[src/hdl/ccsc_pkg.sv]
// ----------------------------------------------------------------------------
// ccsc_pkg
// Shared types and constants of the character-cell sprite compositor.
// ----------------------------------------------------------------------------
package ccsc_pkg;

  // default frame store geometry
  localparam int MAX_ROWS_DEF = 64;
  localparam int MAX_COLS_DEF = 64;

  // depth of the command queue between front and back
  localparam int QDEPTH = 4;

  // glyph codes
  localparam logic [7:0] GLYPH_SPACE = 8'h20;
  localparam logic [7:0] GLYPH_AT    = 8'h40;

  // request kinds on s_tuser
  localparam logic REQ_BLIT    = 1'b0;
  localparam logic REQ_REFRESH = 1'b1;

  // result kinds on m_tuser
  localparam logic [1:0] RK_CELL  = 2'd0;
  localparam logic [1:0] RK_NOCHG = 2'd1;
  localparam logic [1:0] RK_VIS   = 2'd2;

  // configuration register indexes
  localparam logic [1:0] CFG_CAMERA = 2'd0;
  localparam logic [1:0] CFG_ROWS   = 2'd1;
  localparam logic [1:0] CFG_COLS   = 2'd2;

  // configuration registers
  typedef struct packed {
    logic [11:0] camera_column;
    logic [6:0]  screen_rows;
    logic [6:0]  screen_cols;
  } cfg_t;

  // decoded command handed from front to back
  typedef struct packed {
    logic       is_refresh;
    logic       draw;       // blit: texel lands on screen and is opaque
    logic       last;       // blit: last texel of the sprite
    logic       in_range;   // refresh: row is in use
    logic [6:0] row;        // blit screen row, or refresh row
    logic [5:0] col;        // blit screen column
    logic [7:0] glyph;      // glyph to store ('@' already mapped)
  } cmd_t;

  // one result word
  typedef struct packed {
    logic [1:0] kind;
    logic [5:0] row;
    logic [5:0] col;
    logic [7:0] glyph;
    logic       vis;
    logic       last;
  } res_t;

endpackage

[src/hdl/ccsc_fifo.sv]
// ----------------------------------------------------------------------------
// ccsc_fifo
// Short command queue decoupling the front from the back.
// ----------------------------------------------------------------------------
module ccsc_fifo (
  input  logic            clk,
  input  logic            rst,
  input  logic            push,
  input  ccsc_pkg::cmd_t  push_cmd,
  output logic            full,
  input  logic            pop,
  output logic            valid,
  output ccsc_pkg::cmd_t  head
);
  import ccsc_pkg::*;

  localparam int PTR_W = $clog2(QDEPTH);

  cmd_t             mem [QDEPTH];
  logic [PTR_W-1:0] wr_ptr;
  logic [PTR_W-1:0] rd_ptr;
  logic [PTR_W:0]   count;

  assign full  = (count == (PTR_W+1)'(QDEPTH));
  assign valid = (count != '0);
  assign head  = mem[rd_ptr];

  // storage
  always_ff @(posedge clk) begin
    if (push) begin
      mem[wr_ptr] <= push_cmd;
    end
  end

  // pointers and fill level
  always_ff @(posedge clk) begin
    if (rst) begin
      wr_ptr <= '0;
      rd_ptr <= '0;
      count  <= '0;
    end else begin
      if (push) begin
        wr_ptr <= wr_ptr + 1'b1;
      end
      if (pop) begin
        rd_ptr <= rd_ptr + 1'b1;
      end
      if (push && !pop) begin
        count <= count + 1'b1;
      end else if (pop && !push) begin
        count <= count - 1'b1;
      end
    end
  end

endmodule

[config.mk]
export PLATFORM = sky130hd
export DESIGN_NAME = ccsc_fifo
export DESIGN_NICKNAME = d
export VERILOG_FILES = /design/src/hdl/ccsc_pkg.sv /design/src/hdl/ccsc_fifo.sv
export SDC_FILE = /design/constraint.sdc
export NUM_CORES = 1
export LEC_CHECK = 0
export BUFFER_PORTS_ARGS = -buffer_cell sky130_fd_sc_hd__buf_2
export CAP_MARGIN = 30
export CORE_MARGIN = 2
export CORE_UTILIZATION = 50
export CTS_CLUSTER_DIAMETER = 200
export CTS_CLUSTER_SIZE = 16
export DETAILED_ROUTE_END_ITERATION = 16
export GPL_TIMING_DRIVEN = 0
export PLACE_DENSITY = 0.74
export SETUP_SLACK_MARGIN = 0.4
export SYNTH_ARGS = -nofsm -noshare
export SYNTH_HDL_FRONTEND = slang
export SYNTH_SLANG_ARGS = --single-unit
[constraint.sdc]
create_clock -name clk -period 1.6 [get_ports clk]
set_clock_uncertainty 0.1 [all_clocks]
set_input_delay 0.24 -clock clk [delete_from_list [all_inputs] [get_ports clk]]
set_output_delay 0.24 -clock clk [all_outputs]
set_load 0.005 [all_outputs]
==> results.sh <==
export IMPL_status="complete, but fails checks"
export IMPL_violations="setup timing"
export IMPL_wl_um=7680
export IMPL_vias_per_cell=5.31
export IMPL_initial_utilization_pct=52.3
export IMPL_area_growth_pct=27.9
export IMPL_clock_sinks=109
export IMPL_hpwl_um=3940
export IMPL_ctsRootBufferMaster="clkbuf_8"
export IMPL_wire_per_inst_um=19.7
export IMPL_place_congestion=0.688
export IMPL_setup_violations=25
export IMPL_portBuffers=54
export IMPL_utilization_pct=66.9
export IMPL_hold_viol=0
export IMPL_placed_cell_area_sq_um=4540
export IMPL_met3_length_um=273
export IMPL_clkSlewWorstSetupHoldPaths_ps=100
export IMPL_synth_cell_types=22
export IMPL_design_area_sq_um=5220
export IMPL_grt_ovfl_total=0
export IMPL_irDropWorstVdd_uv=693
export IMPL_synthCells=175
export IMPL_clk_latency_ps=350
export IMPL_power_total_w=0.00575
export IMPL_synth_top_area_share_pct=73.6
export IMPL_cp_data_arrival_time_ps=1620
export IMPL_syn_area_per_cell_sq_um=23.3
export IMPL_cts_buffer_depth=2
export IMPL_relSlewSlack_pct=75.4
export IMPL_n_antenna_cell=0
export IMPL_final_max_slew_viol_count=0
export IMPL_fmax_ghz=0.509
export IMPL_grt_pass1_vias=2143
export IMPL_final_common_cell="edfxtp_1"
export IMPL_layout_cells_non_filler=390
export IMPL_vias=2071
export IMPL_final_nets=318
export IMPL_rsz0062_at_grt="true"
export IMPL_core_sq_um=7810
export IMPL_reg2reg_depth=4
export IMPL_cts_htree_levels=3
export IMPL_grt_antenna_before_repair=0
export IMPL_wl_met1_um=3380
export IMPL_die_h_um=94.4
export IMPL_drive_gt1_share_pct=49.3
export IMPL_top_layer_used="met4"
export IMPL_yosys_warnings=0
export IMPL_leakagePower_nw=1.82
export IMPL_io_pins=56
export IMPL_cap_viol_max_count=0
export IMPL_synth_fp_nets=210
export IMPL_min_delay_start="push_cmd[17]"
export IMPL_min_period_ps=1960
export IMPL_worstPathMaxFanout=10
export IMPL_cts_inserted_buffers=9
export IMPL_ys_seq_elements=109
export IMPL_r2r_end="count[2]$_SDFFE_PP0P_"
export IMPL_yosysSeqAreaShare_pct=78.0
export IMPL_cts_tree="done"
export IMPL_final_cell_mix="100 x edfxtp_1, 51 x buf_2, 25 x mux4_2"
export IMPL_post_place_ws_ps=-220
export IMPL_r2r_slack_ps=40
export IMPL_cp_end_kind="output port"
export IMPL_startpoint_type="flip-flop"
export IMPL_cp_endpoint="head[13]"
export IMPL_setup_ws_ps=-365
export IMPL_drc=0
export IMPL_detailroute_wirelength_met2_um=3960
export IMPL_drtPass1Iterations=4
export IMPL_die_w_um=94.4
export IMPL_synth_area_sq_um=4080
export IMPL_synth_area_top_cells="edfxtp_1 74%, mux4_2 11%, dfxtp_1 4.4%, mux4_1 3.2%, ha_1 1.5%"
export IMPL_synth_top_area_cell="edfxtp_1"
export IMPL_worst_slew_pin_slew_ps=370
export IMPL_grt_first_pass_wirelength_um=11500
export IMPL_drtAntennaViolNets=0
export IMPL_worst_setup_path_type="flip-flop to output port"
export IMPL_fp_dieArea_sq_um=8900
export IMPL_grt_max_degree=20
export IMPL_min_path_type="primary input to flip-flop"
export IMPL_dp_cells=331
export IMPL_critPathRequiredTime_ps=1260
export IMPL_post_route_period_util_pct=123
export IMPL_grt_total_usage_pct=18.4
export IMPL_nFillCells=538
export IMPL_r2r_start="count[0]$_SDFFE_PP0P_"
export IMPL_rows=32
export IMPL_power_density_nw_per_um2=1100
export IMPL_drt_iter0_drc=111
## sequential cells by signal (all words and copies together) (netlist names), named ones only
register	count
count	3
mem	100
rd_ptr	2
wr_ptr	2
## routing by layer
metal	up-vias	GRT usage, %
li1	937	-
met1	1079	24.8
met2	48	30.7
met3	7	3.27
met4	0	6.64
met5	-	0
## cell usage after synthesis
| cell | instances |
|---|---|
| a21oi_1 | 1 |
| and2_1 | 4 |
| buf_12 | 2 |
| buf_2 | 2 |
| buf_6 | 1 |
| clkbuf_1 | 1 |
| clkbuf_2 | 1 |
| dfxtp_1 | 9 |
| edfxtp_1 | 100 |
| fa_1 | 1 |
| ha_1 | 5 |
| inv_1 | 4 |
| mux2i_1 | 2 |
| mux4_1 | 5 |
| mux4_2 | 20 |
| nand2_1 | 1 |
| nor2_1 | 7 |
| nor3b_1 | 1 |
| o21ai_0 | 1 |
| or3_1 | 2 |
| xnor2_1 | 2 |
| xor2_1 | 3 |
## cells by family after synthesis
group / share of synthesized area (%)
buffers and inverters: 2.08
and+or+nand+nor: 1.84
DFF: 78.0
AOI/OAI and AO/OA: 0.245
adders and majority gates: 2.02
xor gates and xnor gates: 1.07
muxes: 14.7
## report_power, final
part / switching (W) / internal (W) / leakage (nW)
clock: 0.000894 / 0.000731 / 0.0993
sequential: 0.0000551 / 0.00326 / 0.996
combinational: 0.000358 / 0.000450 / 0.728
total: 0.00131 / 0.00445 / 1.82
## critical path, cell delays in order (launching register included)
cell and delay (ps):
dfxtp_2 340, buf_8 120, buf_12 150, mux4_2 510, buf_2 140
## cell type report
class	count	area (sq um)	share of cell area (%)
clock inverter	7	72.6	1.39
timing repair buffer	85	589	11.3
multi-input combinational	67	996	19.1
clock buffer	9	124	2.37
inverter	4	32.5	0.623
sequential	109	3200	61.3
buffer	7	78.8	1.51
tap	102	128	2.44
## through the flow
step | hold WS (ps) | TNS (ps)
final | 36.5 | -8530
after global placement | 354 | -624
after floorplan | 239 | 0
after detailed placement | 357 | -1120
after CTS | 13.1 | -9060
after global routing | 24.7 | -10380
## repair_timing
action | 4_1_cts | 5_1_grt
setup endpoints to repair | 129 | 117
setup buffers | 7 | 0
resized for setup | 29 | 6
hold buffers | 24 | 0
pin swaps | 4 | 5
cloned | 12 | 0
hold endpoints to repair | 96 | 0
## worst min path at each step
| stage | cells after the start | end | slack [ps] |
|---|---|---|---|
| 6_report | 1 | mem[1][17]$_DFFE_PP_ | 40 |
| 5_1_grt | 1 | mem[1][17]$_DFFE_PP_ | 20 |
| 3_3_place_gp | 1 | mem[3][4]$_DFFE_PP_ | 350 |
| 2_1_floorplan | 0 | mem[0][0]$_DFFE_PP_ | 240 |
| 4_1_cts | 1 | mem[2][17]$_DFFE_PP_ | 10 |
| 3_5_place_dp | 1 | mem[2][21]$_DFFE_PP_ | 360 |
No activity file was read; power rests on OpenSTA's default activity.
