`src/hdl/ccsc_pkg.sv`:
```
// ----------------------------------------------------------------------------
// ccsc_pkg
// Shared types and constants of the character-cell sprite compositor.
// ----------------------------------------------------------------------------
package ccsc_pkg;

  // default frame store geometry
  localparam int MAX_ROWS_DEF = 64;
  localparam int MAX_COLS_DEF = 64;

  // depth of the command queue between front and back
  localparam int QDEPTH = 4;

  // glyph codes
  localparam logic [7:0] GLYPH_SPACE = 8'h20;
  localparam logic [7:0] GLYPH_AT    = 8'h40;

  // request kinds on s_tuser
  localparam logic REQ_BLIT    = 1'b0;
  localparam logic REQ_REFRESH = 1'b1;

  // result kinds on m_tuser
  localparam logic [1:0] RK_CELL  = 2'd0;
  localparam logic [1:0] RK_NOCHG = 2'd1;
  localparam logic [1:0] RK_VIS   = 2'd2;

  // configuration register indexes
  localparam logic [1:0] CFG_CAMERA = 2'd0;
  localparam logic [1:0] CFG_ROWS   = 2'd1;
  localparam logic [1:0] CFG_COLS   = 2'd2;

  // configuration registers
  typedef struct packed {
    logic [11:0] camera_column;
    logic [6:0]  screen_rows;
    logic [6:0]  screen_cols;
  } cfg_t;

  // decoded command handed from front to back
  typedef struct packed {
    logic       is_refresh;
    logic       draw;       // blit: texel lands on screen and is opaque
    logic       last;       // blit: last texel of the sprite
    logic       in_range;   // refresh: row is in use
    logic [6:0] row;        // blit screen row, or refresh row
    logic [5:0] col;        // blit screen column
    logic [7:0] glyph;      // glyph to store ('@' already mapped)
  } cmd_t;

  // one result word
  typedef struct packed {
    logic [1:0] kind;
    logic [5:0] row;
    logic [5:0] col;
    logic [7:0] glyph;
    logic       vis;
    logic       last;
  } res_t;

endpackage

```
`src/hdl/ccsc_front.sv`:
```
// ----------------------------------------------------------------------------
// ccsc_front
// Input side: clips a texel against the screen and camera window, maps
// glyphs and range-checks refresh rows, then pushes a command word.
// ----------------------------------------------------------------------------
module ccsc_front #(
  parameter int MAX_ROWS = ccsc_pkg::MAX_ROWS_DEF,
  parameter int MAX_COLS = ccsc_pkg::MAX_COLS_DEF
) (
  input  logic              clearing,
  input  ccsc_pkg::cfg_t    cfg,
  input  logic              s_tvalid,
  output logic              s_tready,
  input  logic [47:0]       s_tdata,
  input  logic              s_tuser,
  input  logic              s_tlast,
  input  logic              q_full,
  output logic              q_push,
  output ccsc_pkg::cmd_t    q_cmd
);
  import ccsc_pkg::*;

  logic [6:0]  sprite_top;
  logic [12:0] sprite_left;
  logic [5:0]  texel_row;
  logic [5:0]  texel_col;
  logic [7:0]  texel_glyph;
  logic [5:0]  refresh_row;
  logic [7:0]  row_sum;
  logic [14:0] col_sum;
  logic        row_ok;
  logic        col_ok;
  logic        rrow_ok;

  // unpack the input word
  assign sprite_top  = s_tdata[6:0];
  assign sprite_left = s_tdata[19:7];
  assign texel_row   = s_tdata[25:20];
  assign texel_col   = s_tdata[31:26];
  assign texel_glyph = s_tdata[39:32];
  assign refresh_row = s_tdata[45:40];

  // screen position of the texel
  assign row_sum = {sprite_top[6], sprite_top} + {2'b00, texel_row};
  assign col_sum = {{2{sprite_left[12]}}, sprite_left} + {9'b0, texel_col}
                   - {3'b0, cfg.camera_column};

  // clip against rows and columns in use
  assign row_ok = !row_sum[7] && (row_sum[6:0] < cfg.screen_rows)
                  && (32'(row_sum[6:0]) < MAX_ROWS);
  assign col_ok = !col_sum[14] && (col_sum[13:0] < 14'(cfg.screen_cols))
                  && (32'(col_sum[13:0]) < MAX_COLS);
  assign rrow_ok = (7'(refresh_row) < cfg.screen_rows)
                   && (32'(refresh_row) < MAX_ROWS);

  // handshake: hold off while the queue is full and during the post-reset clear
  assign s_tready = !q_full && !clearing;
  assign q_push   = s_tvalid && s_tready;

  // build the command word
  always_comb begin
    q_cmd            = '0;
    q_cmd.is_refresh = (s_tuser == REQ_REFRESH);
    q_cmd.last       = s_tlast;
    q_cmd.in_range   = rrow_ok;
    q_cmd.col        = col_sum[5:0];
    q_cmd.glyph      = (texel_glyph == GLYPH_AT) ? GLYPH_SPACE : texel_glyph;
    q_cmd.draw       = (texel_glyph != GLYPH_SPACE) && row_ok && col_ok;
    if (s_tuser == REQ_REFRESH) begin
      q_cmd.row = {1'b0, refresh_row};
    end else begin
      q_cmd.row = row_sum[6:0];
    end
  end

endmodule

```
`config.mk`:
```
export PLATFORM = sky130hd
export DESIGN_NAME = ccsc_front
export DESIGN_NICKNAME = d
export VERILOG_FILES = /design/src/hdl/ccsc_pkg.sv /design/src/hdl/ccsc_front.sv
export SDC_FILE = /design/constraint.sdc
export NUM_CORES = 1
export LEC_CHECK = 0
export BUFFER_PORTS_ARGS = -buffer_cell sky130_fd_sc_hd__buf_2
export CAP_MARGIN = 25
export CORE_UTILIZATION = 42
export DETAILED_ROUTE_END_ITERATION = 10
export PLACE_DENSITY_LB_ADDON = 0.3
export SYNTH_ARGS = -nofsm -noshare
export SYNTH_HDL_FRONTEND = slang
export SYNTH_SLANG_ARGS = --single-unit
```
`constraint.sdc`:
```
create_clock -name vclk -period 5.2
set_input_delay 1.04 -clock vclk [all_inputs]
set_output_delay 1.04 -clock vclk [all_outputs]
set_load 0.01 [all_outputs]
```
==> summary.md <==
| Metric | Value |
|---|---|
| Status | `complete, but fails checks` |
| Failing checks | `setup timing` |
| Nets | `477` |
| Total wire length | `4260 um` |
| Final period utilization | `108%` |
| Grt peak-use layer | `met2` |
| # DRC | `0` |
| Diode count | `0` |
| Worst Tran Pin Value | `0.373 ns` |
| CP endpoint kind | `primary output` |
| Power density cells | `166 nW/um^2` |
| Critical path type | `primary input to primary output` |
| Final setup TNS | `-0.402 ns` |
| Worst setup margin | `-0.402 ns` |
| Met1 GRT Util | `27.4%` |
| Tot GR Track Use | `18.5%` |
| M3 GR Usage | `0.685%` |
| Yosys warns | `0` |
| Die Area | `4470 sq um` |
| Fmax | `0.179 GHz` |
| Final setup fails | `1` |
| Worst hold start | `s_tlast` |
| Synthesized cell area | `1770 sq um` |
| Post-route ant nets | `0` |
| Logic pwr share | `100.0%` |
| Internal power | `215 uW` |
| Unrepaired setup endpoints after global routing | `true` |
| Max-cap check violation count | `0` |
| DP HPWL | `3820 um` |
| Net Sw Frac | `48.6%` |
| LEAKAGE | `1.45 nW` |
| Drt wl/cell | `10.7 um` |
| Core region area | `4030 sq um` |
| Layout cells sized above 1 | `41.0%` |
| Vias/cell | `4.97` |
| HP Class | `primary input to primary output` |
| Synth Instances | `236` |
| Largest net degree at the start of global routing | `10` |
| Hold Fails Final Rpt | `0` |
| Slew margin rel. | `74.5%` |
| Worst setup path start | `cfg[16]` |
| # clk buffers | `0` |
| Worst setup SP type | `primary input` |
| FILL cells | `390` |
| Die span in x | `66.9 um` |
| Via count | `1,967` |
| CP arrival | `4.56 ns` |
| Dpl ws | `-0.457 ns` |
| Flip-flop and latch count | `0` |
| Num rows | `23` |
| Fin. max-slew vios | `0` |
| P_sw | `203 uW` |
| Period minus WS final | `5.60 ns` |
| Worst vdd ir | `0.0000867 V` |
| Area occupied by registers | `0 sq um` |
| Area delta synth->final | `42.5%` |
| GRT met2 Usage | `30.9%` |
| Placer Congestion | `0.838` |
| Initial antenna violation count | `0` |
| Die H | `66.9 um` |
| Port bufs | `102` |
| Share of power burned in registers | `0%` |
| Mapped Nets | `365` |
| Initial Util | `43.9%` |
| I/O Pins | `106` |
| Initial DRC Count | `60` |
| Clock power frac | `0%` |
| First-pass GRT wire length | `6680 um` |
| Vias in the first global route | `1,621` |
| Data required time of the worst path | `4.16 ns` |
| CP max FO | `3` |
| Area of the multi-input gates | `1600 sq um` |
| Sequential cell area fraction in the yosys report | `0%` |
| Synth unique cells | `47` |
| Postcts setup bufs | `0` |
| Drt pass-1 iters | `4` |
| Worst Hold Depth | `0` |
| Syn Area/Cell | `7.49 sq um` |
| Total gr overflow | `0` |
-- per-stage QoR --
step | utilization, % | instances | cell area, sq um | power [mW] | hold slack [ns]
3_3_place_gp | 61.8 | 396 | 2490 | 0.402 | 2.08
6_report | 62.5 | 396 | 2520 | 0.418 | 2.08
2_1_floorplan | - | 236 | 1820 | 0.263 | 2.13
5_1_grt | 62.5 | 396 | 2520 | 0.467 | 2.08
3_5_place_dp | 61.8 | 396 | 2490 | 0.409 | 2.08
4_1_cts | 62.0 | 396 | 2500 | 0.412 | 2.08
-- cells by family after synthesis --
group | Yosys count | share of synthesized area (%)
xor+xnor | 11 | 5.45
compound gates | 62 | 23.6
buf+inv | 63 | 14.0
fa+ha+maj | 50 | 38.4
simple gates | 43 | 14.1
mux | 7 | 4.46
-- cell usage after synthesis, types with 5 or more instances --
master	instances	area share, %
nand2b_1	5	1.8
mux2_2	7	4.5
a21oi_1	17	4.8
clkbuf_1	9	1.9
ha_1	43	30
inv_1	51	11
o21ai_0	11	3.1
nor2_1	9	1.9
nand2_1	6	1.3
xnor2_1	5	2.5
fa_1	7	7.9
xor2_1	6	3.0
-- metal layers --
| layer | up-vias | share of wire [%] |
|---|---|---|
| li1 | 1042 | - |
| met1 | 865 | 49 |
| met2 | 60 | 47 |
| met3 | 0 | 4.3 |
| met4 | 0 | 0 |
| met5 | - | 0 |
-- critical path: stages --
cell,delay (ns)
buf_6,0.09
fa_1,0.54
inv_2,0.05
ha_4,0.23
nor2b_4,0.13
o2111a_1,0.27
or4_4,0.43
and2_4,0.18
ha_4,0.21
a22o_1,0.23
a2111oi_4,0.28
o311ai_2,0.16
a211oi_2,0.23
nand4_1,0.17
nor4_4,0.16
buf_2,0.17
-- final cells by class --
class | count | area share (%)
multi-input cells | 173 | 63.4
repair buffers | 122 | 26.5
inverters | 51 | 7.60
well taps | 50 | 2.49
-- power by group through the flow --
| stage | combinational [mW] | clock, mW | sequential, mW |
|---|---|---|---|
| 3_5_place_dp | 0.409 | 0 | 0 |
| 5_1_grt | 0.467 | 0 | 0 |
| 3_3_place_gp | 0.402 | 0 | 0 |
| 2_1_floorplan | 0.263 | 0 | 0 |
| 6_report | 0.418 | 0 | 0 |
| 4_1_cts | 0.412 | 0 | 0 |
-- timing repair --
item / in CTS / in global routing
gates cloned: 0 / 0
resized for setup: 1 / 3
pin swaps: 0 / 4
hold buffers: 0 / 0
setup endpoints to repair: 1 / 1
endpoints found under the hold margin: 0 / 0
-- path summary, 6_finish.rpt --
check                   end  slack (ns)
hold / removal    q_cmd[22]        2.08
setup / recovery  q_cmd[23]       -0.40
-- placed cells by master (no fill, tap or decap), types with 2 or more instances in the layout --
master	count
nand2b_1	5
nand3_1	4
buf_2	101
xor2_1	6
o211ai_1	3
a211o_1	4
a21oi_1	16
ha_4	3
nor2b_1	4
inv_1	49
o21ai_0	11
ha_1	40
fa_1	7
mux2_2	7
a21o_1	4
inv_2	2
nand2_1	6
nor2_1	9
a31oi_1	4
o21a_1	2
nand4_1	4
xnor2_1	5
buf_4	20
o31ai_1	2
Note: power is estimated with default switching activity, not from simulation.
